**src/rtl/slcd_pkg.sv**
```systemverilog
// Shared types for the sync/length/checksum deframer.
// Holds the phase and result-kind enums; no dependencies.
package slcd_pkg;

    typedef enum logic [2:0] {
        PH_HUNT1   = 3'd0,
        PH_HUNT2   = 3'd1,
        PH_LENGTH  = 3'd2,
        PH_BODY    = 3'd3,
        PH_CHECK   = 3'd4,
        PH_TRAILER = 3'd5
    } t_phase;

    typedef enum logic [1:0] {
        KIND_BODY  = 2'd0,
        KIND_GOOD  = 2'd1,
        KIND_BAD   = 2'd2,
        KIND_START = 2'd3
    } t_kind;

    localparam logic [7:0] SYNC_RESET = 8'hFF;

endpackage

```
**src/rtl/sync_length_checksum_deframer.sv**
```systemverilog
// Byte-wise frame deframer: sync, sync, length, body, checksum, trailer.
// Depends on slcd_pkg (phase and result-kind enums, sync reset value).
//
// Usage:
//   Input channel (i_in_valid / o_in_ready / i_rx_byte) carries one received
//   byte per beat. Output channel (o_out_valid / i_out_ready / o_*) carries
//   at most one result beat per input beat: a body byte with its index, a
//   frame verdict (good / checksum mismatch) on the trailer byte, or a
//   bad-start report when the second sync byte is wrong.
//   A frame is length+5 bytes; the checksum byte is the inverse of the 8-bit
//   sum of the length and body bytes.
//   i_cfg_wr_en / i_cfg_wr_data write the sync value; it takes effect on the
//   next sync comparison.
//
// Timing:
//   A result appears in the output register the cycle after its byte is
//   taken. Throughput is one byte per cycle while the output is not stalled;
//   the phase update and the 8-bit add feed the frame state registers, beside
//   the result logic that loads the output register.
//   The input is taken whenever the output register is empty or being
//   drained, so a stalled receiver back-pressures the input one-for-one.
//   Reset (synchronous, active low) empties the output register, returns to
//   hunting for the first sync byte and restores the sync value to 0xFF.
module sync_length_checksum_deframer (
    input  logic       i_clk,
    input  logic       i_rst_n,
    // configuration
    input  logic       i_cfg_wr_en,
    input  logic [7:0] i_cfg_wr_data,
    // input byte channel
    input  logic       i_in_valid,
    output logic       o_in_ready,
    input  logic [7:0] i_rx_byte,
    // result channel
    output logic       o_out_valid,
    input  logic       i_out_ready,
    output logic [1:0] o_result_kind,
    output logic [7:0] o_data_byte,
    output logic [7:0] o_byte_index,
    output logic [7:0] o_frame_type,
    output logic [7:0] o_frame_length,
    output logic       o_last
);

    // frame state
    slcd_pkg::t_phase r_phase, n_phase;
    logic [7:0]       r_sync;
    logic [7:0]       r_body_length, n_body_length;
    logic [7:0]       r_body_count, n_body_count;
    logic [7:0]       r_running_sum, n_running_sum;
    logic [7:0]       r_type_byte, n_type_byte;
    logic             r_sum_matched, n_sum_matched;

    // result register
    logic             r_out_valid;
    slcd_pkg::t_kind  r_kind, n_kind;
    logic [7:0]       r_data, n_data;
    logic [7:0]       r_index, n_index;
    logic [7:0]       r_mtype, n_mtype;
    logic [7:0]       r_flen, n_flen;
    logic             r_last, n_last;
    logic             n_emit;

    logic             in_fire;
    logic [7:0]       body_count_inc;

    // output register is free when empty or draining this cycle
    assign o_in_ready     = !r_out_valid || i_out_ready;
    assign in_fire        = i_in_valid && o_in_ready;
    assign body_count_inc = r_body_count + 8'd1;

    // next frame state
    always_comb begin
        n_phase       = r_phase;
        n_body_length = r_body_length;
        n_body_count  = r_body_count;
        n_running_sum = r_running_sum;
        n_type_byte   = r_type_byte;
        n_sum_matched = r_sum_matched;
        case (r_phase)
            slcd_pkg::PH_HUNT2: begin
                n_phase = (i_rx_byte == r_sync) ? slcd_pkg::PH_LENGTH : slcd_pkg::PH_HUNT1;
            end
            slcd_pkg::PH_LENGTH: begin
                n_body_length = i_rx_byte;
                n_body_count  = 8'd0;
                n_running_sum = i_rx_byte;
                n_type_byte   = 8'd0;
                n_sum_matched = 1'b0;
                n_phase = (i_rx_byte == 8'd0) ? slcd_pkg::PH_CHECK : slcd_pkg::PH_BODY;
            end
            slcd_pkg::PH_BODY: begin
                if (r_body_count == 8'd0) begin
                    n_type_byte = i_rx_byte;
                end
                n_running_sum = r_running_sum + i_rx_byte;
                n_body_count  = body_count_inc;
                if (body_count_inc == r_body_length) begin
                    n_phase = slcd_pkg::PH_CHECK;
                end
            end
            slcd_pkg::PH_CHECK: begin
                n_sum_matched = (~r_running_sum == i_rx_byte);
                n_phase       = slcd_pkg::PH_TRAILER;
            end
            slcd_pkg::PH_TRAILER: begin
                n_phase = slcd_pkg::PH_HUNT1;
            end
            default: begin
                n_phase = (i_rx_byte == r_sync) ? slcd_pkg::PH_HUNT2 : slcd_pkg::PH_HUNT1;
            end
        endcase
    end

    // result for the current byte
    always_comb begin
        n_emit  = 1'b0;
        n_kind  = slcd_pkg::KIND_BODY;
        n_data  = 8'd0;
        n_index = 8'd0;
        n_mtype = 8'd0;
        n_flen  = 8'd0;
        n_last  = 1'b0;
        case (r_phase)
            slcd_pkg::PH_HUNT2: begin
                if (i_rx_byte != r_sync) begin
                    n_emit = 1'b1;
                    n_kind = slcd_pkg::KIND_START;
                    n_last = 1'b1;
                end
            end
            slcd_pkg::PH_BODY: begin
                n_emit  = 1'b1;
                n_kind  = slcd_pkg::KIND_BODY;
                n_data  = i_rx_byte;
                n_index = r_body_count;
                n_mtype = n_type_byte;
                n_flen  = r_body_length;
            end
            slcd_pkg::PH_TRAILER: begin
                n_emit  = 1'b1;
                n_kind  = r_sum_matched ? slcd_pkg::KIND_GOOD : slcd_pkg::KIND_BAD;
                n_mtype = r_type_byte;
                n_flen  = r_body_length;
                n_last  = 1'b1;
            end
            default: begin
                n_emit = 1'b0;
            end
        endcase
    end

    // state and sync register
    always_ff @(posedge i_clk) begin
        if (!i_rst_n) begin
            r_phase       <= slcd_pkg::PH_HUNT1;
            r_sync        <= slcd_pkg::SYNC_RESET;
            r_body_length <= 8'd0;
            r_body_count  <= 8'd0;
            r_running_sum <= 8'd0;
            r_type_byte   <= 8'd0;
            r_sum_matched <= 1'b0;
        end else begin
            if (i_cfg_wr_en) begin
                r_sync <= i_cfg_wr_data;
            end
            if (in_fire) begin
                r_phase       <= n_phase;
                r_body_length <= n_body_length;
                r_body_count  <= n_body_count;
                r_running_sum <= n_running_sum;
                r_type_byte   <= n_type_byte;
                r_sum_matched <= n_sum_matched;
            end
        end
    end

    // output valid
    always_ff @(posedge i_clk) begin
        if (!i_rst_n) begin
            r_out_valid <= 1'b0;
        end else if (o_in_ready) begin
            r_out_valid <= in_fire && n_emit;
        end
    end

    // output payload, loaded only with a new result
    always_ff @(posedge i_clk) begin
        if (in_fire && n_emit) begin
            r_kind  <= n_kind;
            r_data  <= n_data;
            r_index <= n_index;
            r_mtype <= n_mtype;
            r_flen  <= n_flen;
            r_last  <= n_last;
        end
    end

    assign o_out_valid    = r_out_valid;
    assign o_result_kind  = r_kind;
    assign o_data_byte    = r_data;
    assign o_byte_index   = r_index;
    assign o_frame_type   = r_mtype;
    assign o_frame_length = r_flen;
    assign o_last         = r_last;

    // body phase never runs past the length byte
    a_body_count_in_range: assert property (@(posedge i_clk) disable iff (!i_rst_n)
        r_phase == slcd_pkg::PH_BODY |-> r_body_count < r_body_length)
        else $error("body count reached length while still in body phase");

    // body beats never end a frame, verdicts always do
    a_last_matches_kind: assert property (@(posedge i_clk) disable iff (!i_rst_n)
        o_out_valid |-> (o_last == (o_result_kind != slcd_pkg::KIND_BODY)))
        else $error("last flag disagrees with result kind");

    // bad start carries no frame info
    a_bad_start_clear: assert property (@(posedge i_clk) disable iff (!i_rst_n)
        o_out_valid && o_result_kind == slcd_pkg::KIND_START
        |-> o_frame_type == 8'd0 && o_frame_length == 8'd0)
        else $error("bad-start beat carries frame fields");

    // wrong second sync byte reports bad start next cycle
    a_bad_sync_reported: assert property (@(posedge i_clk) disable iff (!i_rst_n)
        in_fire && r_phase == slcd_pkg::PH_HUNT2 && i_rx_byte != r_sync
        |=> o_out_valid && o_result_kind == slcd_pkg::KIND_START)
        else $error("bad second sync byte not reported");

endmodule

```
**config.mk**
```make
export PLATFORM = sky130hd
export DESIGN_NAME = sync_length_checksum_deframer
export DESIGN_NICKNAME = d
export VERILOG_FILES = /design/src/rtl/slcd_pkg.sv /design/src/rtl/sync_length_checksum_deframer.sv
export SDC_FILE = /design/constraint.sdc
export NUM_CORES = 1
export LEC_CHECK = 0
export BUFFER_PORTS_ARGS = -buffer_cell sky130_fd_sc_hd__buf_2
export CORE_MARGIN = 2
export CORE_UTILIZATION = 40
export DETAILED_ROUTE_END_ITERATION = 10
export PLACE_DENSITY = 0.59
export SLEW_MARGIN = 20
export SYNTH_ARGS = -nofsm -noshare
export SYNTH_HDL_FRONTEND = slang
export SYNTH_SLANG_ARGS = --single-unit
```
**constraint.sdc**
```tcl
create_clock -name i_clk -period 3.4 [get_ports i_clk]
set_clock_uncertainty 0.15 [all_clocks]
set_input_delay 0.68 -clock i_clk [delete_from_list [all_inputs] [get_ports i_clk]]
set_output_delay 0.68 -clock i_clk [all_outputs]
set_load 0.01 [all_outputs]
```
* Word-level counts from Yosys, hierarchy flattened
Index checks and enable logic that the tools add are counted.
Storage, ports and cells: register bits 80, output and inout bits 37, logic and storage cells 57, input port bits 21
Cells by class: bitwise operators 1, muxes and demuxes 17, reduce and logical (&&, ||, !) cells 13, equal/unequal tests 10, $add $sub $neg 2
Operator list (count):
- case mux 8 bit (2 select lines) | 4
- equality test 8 bit | 3
- logical NOT 8 bit | 2
- case mux 3 bit (5 select lines) | 1
- adder 8 x 1 -> 8 bit (second input constant) | 1
- adder 8 bit | 1
- two-way mux 8 bit | 1
- inequality test 8 bit | 1
- NOT 8 bit | 1
- AND reduction 2 bit | 4
- equality test 3 x 2 -> 1 bit (second input constant) | 2
- equality test 3 bit (second input constant) | 2
- two-way mux 2 bit | 3
- two-way mux 3 bit | 2
- case mux 1 bit (2 select lines) | 3
- case mux 2 bit (2 select lines) | 1
- nonzero test 2 bit | 2
- equality test 3 x 1 -> 1 bit (second input constant) | 1
- logical AND 1 bit | 2
- two-way mux 1 bit | 2
- inequality test 2 bit (second input constant) | 1
- OR reduction 2 bit | 1
- logical NOT 1 bit | 1
- logical OR 1 bit | 1

* Logic depth before layout (Yosys ltp)
Gate-level depths: netlist of the first run.
word-level depth 4, gate-level depth with buffers 9, mapped depth without buffers 9

* Worst setup path before layout of the first run
No wires, ideal clock.
kind input-to-reg, start input i_rx_byte[5], end register r_index[0], in the netlist o_byte_index[0], enable pin, setup slack 0.602 ns, library setup time 0.416 ns, arrival 2.232 ns, required time 2.834 ns, cell stages on the path 7, path buffers 1, path through buf_2 xnor2_1 nand2_2 or3_4 or3_1 nand4_1 inv_1
On the way: longest elaborated chain between the ends 4
RTL lines:
- start, declared | line sync_length_checksum_deframer.sv:33 | input logic [7:0] i_rx_byte,
- inequality test 8 bit | line sync_length_checksum_deframer.sv:126 | if (i_rx_byte != r_sync) begin
- two-way mux 1 bit | line sync_length_checksum_deframer.sv:126
- case mux 1 bit (2 select lines) | line sync_length_checksum_deframer.sv:124 | case (r_phase)
- logical AND 1 bit | line sync_length_checksum_deframer.sv:189 | if (in_fire && n_emit) begin
- end signal, assigned | line sync_length_checksum_deframer.sv:192 | r_index <= n_index;
- end, declared | line sync_length_checksum_deframer.sv:58 | logic [7:0] r_index, n_index;
Every way passes these cells. A chain may end at the register's enable or synchronous reset.

* Worst setup path after layout of the first run
start register r_body_count[0], end register r_phase[1]
On the way: longest elaborated chain between the ends 4
RTL lines:
- start, declared | line sync_length_checksum_deframer.sv:49 | logic [7:0] r_body_count, n_body_count;
- start signal, assigned | line sync_length_checksum_deframer.sv:170 | r_body_count <= n_body_count;
- adder 8 x 1 -> 8 bit | line sync_length_checksum_deframer.sv:70 | assign body_count_inc = r_body_count + 8'd1;
- equality test 8 bit | line sync_length_checksum_deframer.sv:98 | if (body_count_inc == r_body_length) begin
- inequality test 2 bit (no line)
- AND reduction 2 bit (no line)
- end signal, assigned | line sync_length_checksum_deframer.sv:156 | r_phase <= slcd_pkg::PH_HUNT1;
- end signal, assigned | line sync_length_checksum_deframer.sv:168 | r_phase <= n_phase;
- end, declared | line sync_length_checksum_deframer.sv:46 | slcd_pkg::t_phase r_phase, n_phase;
Every way passes these cells.

==> out/results.tsv, run 1 <==
metric	value	unit
Final Total Pwr	2.11	mW
min cycle time layout	2.57	ns
TritonCTS sink count	80	
initial cell density of the core	41.0	%
Post-synth top cells	dfxtp_1 (45), edfxtp_1 (35), nor2_1 (35)	
EDFF count, synth	35	
DR vias	3161	
DR iter-0 viols	156	
chip height	104	um
Skew-Pair Late Insertion Delay	0.36	ns
io pins	58	
Final Setup Violations	0	
asr flop ratio synth	0	%
Synth Area per Inst	10.1	um2
Crit. End Element	flop	
Setup WS pre-CTS	0.537	ns
PD cells	455	nW/um2
clock slew at reported path FFs	0.09	ns
post-synthesis sequential area ratio	49.2	%
Max Cap Violations	0	
post-CTS sizing	0	
Seq cells post-synth	80	
setup bufs post-CTS	0	
Peak VDD IR	172	uV
Max Clock Freq	0.389	GHz
largest net degree at the start of global routing	36	
Routed WL per cell	16.5	um
Yosys warning count	0	
GR Layer Usage met2	28.5	%
hold buffers post-CTS	0	
largest fanout on the critical path	8	
Synth top area share	26.5	%
post-synth top area cell	edfxtp_1	
min setup slack post-route	0.830	ns
RSZ-0062 raised after global routing	false	
main flop type after synthesis	dfxtp_1	
vias in the first global route	2989	
TritonCTS buffer count	9	
number of distinct library cells after synthesis	58	
DRC viols	0	
syn_nets	426	
crit path DAT	2.67	ns
most frequent cell after synthesis	dfxtp_1	
met1 GRT Util	24.9	%
H-tree depth	3	
Crit. Startpoint	r_body_count[0]	
status	complete, no violations	
Post-DRT Antenna Nets	0	
HPWL Detailed	6670	um
Critical Path RT	3.50	ns
Hold Path Class	reg -> reg	
Synth area leaders	edfxtp_1 (26%), dfxtp_1 (23%), mux2i_1 (4.5%), nor2_1 (3.3%), xnor2_1 (3.1%)	
setup TNS	0	ns
Slew @ Worst Pin	0.676	ns
Setup crit end	r_phase[1]	
router iterations before antenna repair	5	
Pleak	1.82	nW
Global Route Usage Sum	18.4	%
Die Wd	104	um
Placed Cells	570	
fin crit share	75.6	%
Nets	479	
Ant. Diodes	0	
busiest grt layer	met2	
met3 GRT Util	3.59	%
initial antenna violation count	0	
Post-Syn Instances	395	
RePlAce Congestion	0.868	
first-pass GRT wire length	15500	um
GRT overflow	0	
P&R area growth vs syn	16.8	%
Clock Tree Root	clkbuf_8	
critical path class	reg -> reg	
share of post-route cells with drive strength above 1	21.2	%
Slew HR	54.9	%
slack of the worst reg-to-reg path	0.83	ns
Die ar.	10700	um2
reg2reg path depth	8	
DRT Wirelength	9690	um
Crit Reg-Reg Endpoint	r_phase[1]	
CTS max path bufs	2	
number of port buffers	57	
crit path launch type	flop	
CTS tree	done	
FP Rows	36	
vias per inst	5.39	
max-slew violation count	0	
r2r startpoint	r_body_count[0]	
Final Non-Filler Cells	586	
synthesized cell area	3970	um2
final hold viol count	0	
Util after Layout	47.9	%
Core ar.	9680	um2
## per-stage QoR
step,area [um2],hold WS (ns)
4_1_cts,4640,0.322
5_1_grt,4640,0.350
3_3_place_gp,4380,0.298
6_report,4640,0.321
3_5_place_dp,4380,0.310
2_1_floorplan,3970,0.290
## state kept, by name (all words and copies together), names as in the netlist, 2 cells and up
| register | cells |
|---|---|
| o_byte_index | 8 |
| o_data_byte | 8 |
| o_frame_length | 8 |
| o_frame_type | 8 |
| r_body_count | 8 |
| r_body_length | 8 |
| r_running_sum | 8 |
| r_sync | 8 |
| r_type_byte | 8 |
| r_phase | 3 |
| o_result_kind | 2 |
## logic make-up (layout without fill, tap and decap cells)
| family | after synthesis | in the layout | synth area share [%] |
|---|---|---|---|
| AO/OA/AOI/OAI | 82 | 82 | 14.7 |
| XOR/XNOR | 19 | 19 | 4.57 |
| adder cells (fa/ha/maj) | 11 | 11 | 3.62 |
| buffers and inverters | 36 | 94 | 4.00 |
| flip-flops | 80 | 80 | 49.2 |
| multiplexers | 18 | 18 | 4.54 |
| AND/OR/NAND/NOR | 149 | 149 | 19.4 |
## worst min path at each step
stage,from,depth (start not counted),to
floorplan,r_running_sum[5],2,r_running_sum[5]
global placement,r_running_sum[5],2,r_running_sum[5]
detailed placement,r_running_sum[5],2,r_running_sum[5]
CTS,r_running_sum[5],2,r_running_sum[5]
global route,r_running_sum[5],2,r_running_sum[5]
finish,r_running_sum[5],2,r_running_sum[5]
## metal layers
layer | share of wire, % | routed length [um]
met2 | 46 | 4490
met1 | 46 | 4440
met4 | 2.8 | 273
met3 | 5.0 | 483
met5 | 0 | 0
## worst max-delay path, stage by stage (launching register included)
cell and delay (ns):
dfxtp_1 0.49, inv_1 0.13, ha_1 0.34, xor2_1 0.15, a211o_1 0.27, nor3_1 0.24
o2111ai_1 0.26, a22oi_1 0.31, a31oi_1 0.13
## layout make-up
type / instances / area (um2)
fillers: 938 / 5050
flip-flops and latches: 80 / 1950
well taps: 133 / 166
multi-input cells: 279 / 1860
clock inverters: 7 / 135
repair buffers: 67 / 360
inverters: 11 / 41.3
clock buffers: 9 / 124
## cells in the final DEF (no fill, tap or decap), types with 7 or more instances in the layout
master / Yosys / layout
inv_1: 11 / 10
buf_2: 7 / 57
edfxtp_1: 35 / 35
and2_1: 10 / 10
xnor2_1: 14 / 14
nor3_1: 11 / 11
dfxtp_1: 45 / 45
buf_4: 2 / 10
nor2_1: 35 / 35
clkbuf_8: 0 / 9
a22o_1: 7 / 7
nand2_1: 30 / 30
and3_1: 17 / 17
o21ai_0: 8 / 8
a21oi_1: 21 / 21
ha_1: 9 / 9
o211ai_1: 7 / 7
a22oi_1: 10 / 10
mux2i_1: 18 / 18
## power by group
part,internal [mW],switching (mW),total (mW)
clock,0.504,0.394,0.898
combinational,0.0715,0.107,0.179
sequential,1.02,0.0167,1.03
total,1.59,0.518,2.11
Note: power is estimated with default switching activity, not from simulation.
==> run 2, diff against run 1 <==
PLACE_DENSITY = 0.62   (was 0.59)
clock period = 2.3 ns   (was 3.4 ns; I/O delays follow)
==> out/results.tsv, run 2 (synthesis gave the netlist of run 1 again) <==
metric	value	unit
Final Setup Violations	0	
DRC viols	0	
NetSw	0.779	mW
largest fanout on the critical path	31	
CTS max path bufs	2	
DR vias	3326	
P_int	2.29	mW
first-pass GRT wire length	16500	um
initial antenna violation count	0	
initial cell density of the core	41.0	%
router iterations before antenna repair	5	
Nets	518	
min cycle time layout	2.22	ns
hold buffers post-CTS	0	
PD cells	614	nW/um2
Critical Path RT	2.26	ns
Die Wd	104	um
number of port buffers	57	
largest net degree at the start of global routing	32	
hold slack	0.162	ns
share of post-route cells with drive strength above 1	29.1	%
final hold viol count	0	
clock slew at reported path FFs	0.10	ns
chip height	104	um
slack of the worst reg-to-reg path	0.08	ns
Sequential Area	1950	um2
io pins	58	
crit path launch type	flop	
status	complete, no violations	
Worst Hold Depth	3	
Worst path max stage delay	0.41	ns
DR iter-0 viols	166	
sw frac	25.4	%
TritonCTS sink count	80	
TritonCTS buffer count	9	
min setup slack post-route	0.0755	ns
Skew-Pair Late Insertion Delay	0.36	ns
Slew @ Worst Pin	0.661	ns
crit path DAT	2.18	ns
register share of total power	49.8	%
Setup WS pre-CTS	-0.255	ns
combinational fraction of design power	10.6	%
fillers	923	
most used cell, CP	nand4_1	
r2r startpoint	r_sync[1]	
fin crit share	96.7	%
Peak VDD IR	379	uV
reg2reg path depth	7	
Clock Tree Root	clkbuf_8	
CP cell instances	xnor2_2, nand4_1, or3_4, or3_1, nand4_1, inv_1, buf_12	
HPWL Detailed	7270	um
Hold Path Sink	r_sync[3]	
Routed WL per cell	16.3	um
DRT Wirelength	10200	um
Pleak	2.02	nW
FP Rows	36	
CP max stage cell	or3_4	
Clk pwr share	39.6	%
CTS tree	done	
hold path startpoint	i_cfg_wr_data[3]	
multi-input gate area in the final layout	1910	um2
Post-DRT Antenna Nets	0	
Ant. Diodes	0	
vias in the first global route	3210	
critical path class	reg -> reg	
Crit. End Element	flop	
Die ar.	10700	um2
Max Cap Violations	0	
P&R area growth vs syn	25.7	%
Crit Reg-Reg Endpoint	o_byte_index[4]	
Global Route Usage Sum	19.4	%
H-tree depth	3	
GRT overflow	0	
Hold Path Class	in -> reg	
commonest non-fill, non-tap cell in the layout	buf_2	
RePlAce Congestion	0.864	
most frequent cells in the layout	buf_2 (57), buf_4 (46), dfxtp_1 (44), nor2_1 (35), edfxtp_1 (35)	
Core ar.	9680	um2
Max Clock Freq	0.450	GHz
max-slew violation count	0	
Slew HR	55.9	%
vias per inst	5.32	
-- run 2: cell count changes in the layout (fill, tap and decap cells not counted), sizes merged --
cell,delta
buf,+39
clkinvlp,+1
bufinv,-1
inv,+1
clkinv,-1
-- run 2: per-layer routing --
layer | routed length, um | track usage [%]
met1 | 4500 | 24.5
met2 | 4900 | 33.0
met3 | 518 | 3.02
met4 | 299 | 8.20
met5 | 0 | 0
-- run 2: critical path: cells and delay by family (launching register included) --
| kind | cells | cell delay (ns) |
|---|---|---|
| xor+xnor | 1 | 0.17 |
| simple gates | 4 | 1.00 |
| buf+inv | 2 | 0.28 |
| flops | 1 | 0.36 |
-- run 2: final cells by class --
type	instances	share of cell area [%]
clock buffer	9	2.48
clock inverter	7	2.16
inverter	11	0.828
multi-input combinational	279	38.2
sequential	80	39.2
tap	133	3.34
timing repair buffer	106	13.8
-- run 2: worst max-delay path by stage --
stage               depth (start not counted)             start                to
floorplan                                   7      i_rx_byte[5]   o_byte_index[0]
global placement                            8      i_rx_byte[1]  r_running_sum[7]
detailed placement                          8      i_rx_byte[1]  r_running_sum[7]
CTS                                         8   r_body_count[0]        r_phase[1]
global route                                7  r_running_sum[1]  r_running_sum[7]
finish                                      7         r_sync[1]   o_byte_index[4]
-- run 2: what timing repair did --
action / in CTS / in global routing
setup buffers: 0 / 0
endpoints found under the setup margin: 0 / 39
gates resized for setup: 0 / 10
-- run 2: power by group through the flow --
stage | sequential (mW) | combinational [mW] | clock, mW
final | 1.52 | 0.326 | 1.21
after global routing | 1.53 | 0.356 | 1.28
after CTS | 1.52 | 0.318 | 1.23
after detailed placement | 1.56 | 0.317 | 0
after global placement | 1.56 | 0.311 | 0
after floorplan | 1.56 | 0.176 | 0
-- run 2: through the flow --
stage / util [%] / cells / instance area, um2 / power [mW] / TNS [ns]
final: 51.5 / 625 / 4990 / 3.06 / 0
after floorplan: - / 395 / 3970 / 1.73 / -9.74
after global placement: 48.6 / 609 / 4710 / 1.87 / -4.33
after CTS: 51.0 / 625 / 4940 / 3.08 / 0
after global routing: 51.5 / 625 / 4990 / 3.17 / -0.0436
after detailed placement: 48.6 / 609 / 4710 / 1.87 / -6.90
==> run 3, diff against run 2 <==
CORE_UTILIZATION = 45   (was 40)
MAX_ROUTING_LAYER = met4   (was not set)
PLACE_DENSITY = 0.68   (was 0.62)
==> out/results.tsv, run 3 (synthesis gave the netlist of run 1 again) <==
metric	value	unit
Peak VDD IR	318	uV
Global Route Usage Sum	21.5	%
Setup WS pre-CTS	-0.184	ns
status	complete, no violations	
router iterations before antenna repair	4	
Nets	517	
Worst path max stage delay	0.40	ns
CP max stage cell	fa_1	
commonest non-fill, non-tap cell in the layout	buf_2	
clock slew at reported path FFs	0.09	ns
NetSw	0.758	mW
min cycle time layout	2.22	ns
Skew-Pair Late Insertion Delay	0.36	ns
most used cell, CP	o21a_1	
Clock Tree Root	clkbuf_8	
Core ar.	8640	um2
Clk pwr share	37.1	%
chip height	97.9	um
io pins	58	
Max Clock Freq	0.451	GHz
register share of total power	52.2	%
vias per inst	5.53	
Max Cap Violations	0	
Crit. End Element	flop	
min setup slack post-route	0.0823	ns
P_int	2.17	mW
GRT overflow	0	
RePlAce Congestion	0.951	
WL met2	4560	um
M1 wire length	4210	um
Final Setup Violations	0	
PD cells	599	nW/um2
crit path DAT	2.32	ns
setup bufs post-CTS	0	
Post-DRT Antenna Nets	0	
TritonCTS sink count	80	
largest net degree at the start of global routing	29	
sw frac	25.9	%
Slew HR	55.3	%
H-tree depth	3	
Routed WL per cell	16.2	um
fin crit share	96.4	%
CTS max path bufs	2	
Critical Path RT	2.40	ns
CP cell instances	ha_1, inv_1, fa_1, nor2b_2, o21a_1, o21a_1, or4_1, a21oi_1, o41ai_1	
Hold Path Class	in -> reg	
DR vias	3313	
Slew @ Worst Pin	0.671	ns
HPWL Detailed	7090	um
final hold viol count	0	
Die ar.	9590	um2
combinational fraction of design power	10.7	%
critical path class	reg -> reg	
Pleak	1.99	nW
Ant. Diodes	0	
first-pass GRT wire length	15800	um
DRC viols	0	
number of port buffers	57	
vias in the first global route	3162	
most frequent cells in the layout	buf_2 (57), buf_4 (47), dfxtp_1 (44), nor2_1 (35), edfxtp_1 (35)	
dpl cell area	4650	um2
P&R area growth vs syn	23.0	%
Final Total Pwr	2.92	mW
met3 wire length	762	um
Max Used Layer	met4	
share of post-route cells with drive strength above 1	28.1	%
initial cell density of the core	46.0	%
initial antenna violation count	0	
DRT Wirelength	9710	um
crit path launch type	flop	
DR iter-0 viols	161	
max-slew violation count	0	
Die Wd	97.9	um
largest fanout on the critical path	3	
final instance area	4880	um2
post-CTS sizing	0	
FP Rows	34	
TritonCTS buffer count	9	
CTS tree	done	
hold buffers post-CTS	0	
## run 3: final timing paths
kind,cells after the start,start,end,slack (ns)
max reg2reg,9,r_running_sum[0],r_running_sum[6],0.08
max,9,r_running_sum[0],r_running_sum[6],0.08
min,3,i_cfg_wr_data[1],r_sync[1],0.16
min reg2reg,2,r_running_sum[5],r_running_sum[5],0.32
## run 3: stage by stage
stage               instances  setup TNS, ns  hold WS (ns)  util, %
floorplan                 395          -9.74         0.290        -
global placement          583          -4.27         0.298     53.8
detailed placement        583          -6.26         0.305     53.8
CTS                       599              0         0.153     56.2
global route              599        -0.0145         0.149     56.5
finish                    599              0         0.164     56.5
## run 3: cell type report
cell class / instances / area (um2)
well taps: 108 / 135
fillers: 771 / 3750
repair buffers: 105 / 658
flip-flops and latches: 80 / 1950
inverters: 11 / 41.3
clock inverters: 7 / 83.8
multi-input cells: 279 / 1890
clock buffers: 9 / 124
## run 3: layer usage
metal | vias up | track usage [%]
li1 | 1622 | -
met1 | 1548 | 28.2
met2 | 126 | 34.0
met3 | 17 | 4.37
met4 | 0 | 6.09
met5 | - | -
## run 3: critical path, delay by kind of cell, from the launching register on
kind                       cells  cell delay, ns
DFF                            1            0.34
buffers and inverters          1            0.06
AOI/OAI and AO/OA              4            0.71
adders and majority gates      2            0.58
and+or+nand+nor                2            0.27
## run 3: power by group through the flow
stage	combinational [mW]	sequential, mW	clock, mW
floorplan	0.176	1.56	0
global placement	0.299	1.56	0
detailed placement	0.305	1.56	0
CTS	0.306	1.53	1.11
global route	0.341	1.53	1.17
finish	0.312	1.53	1.09
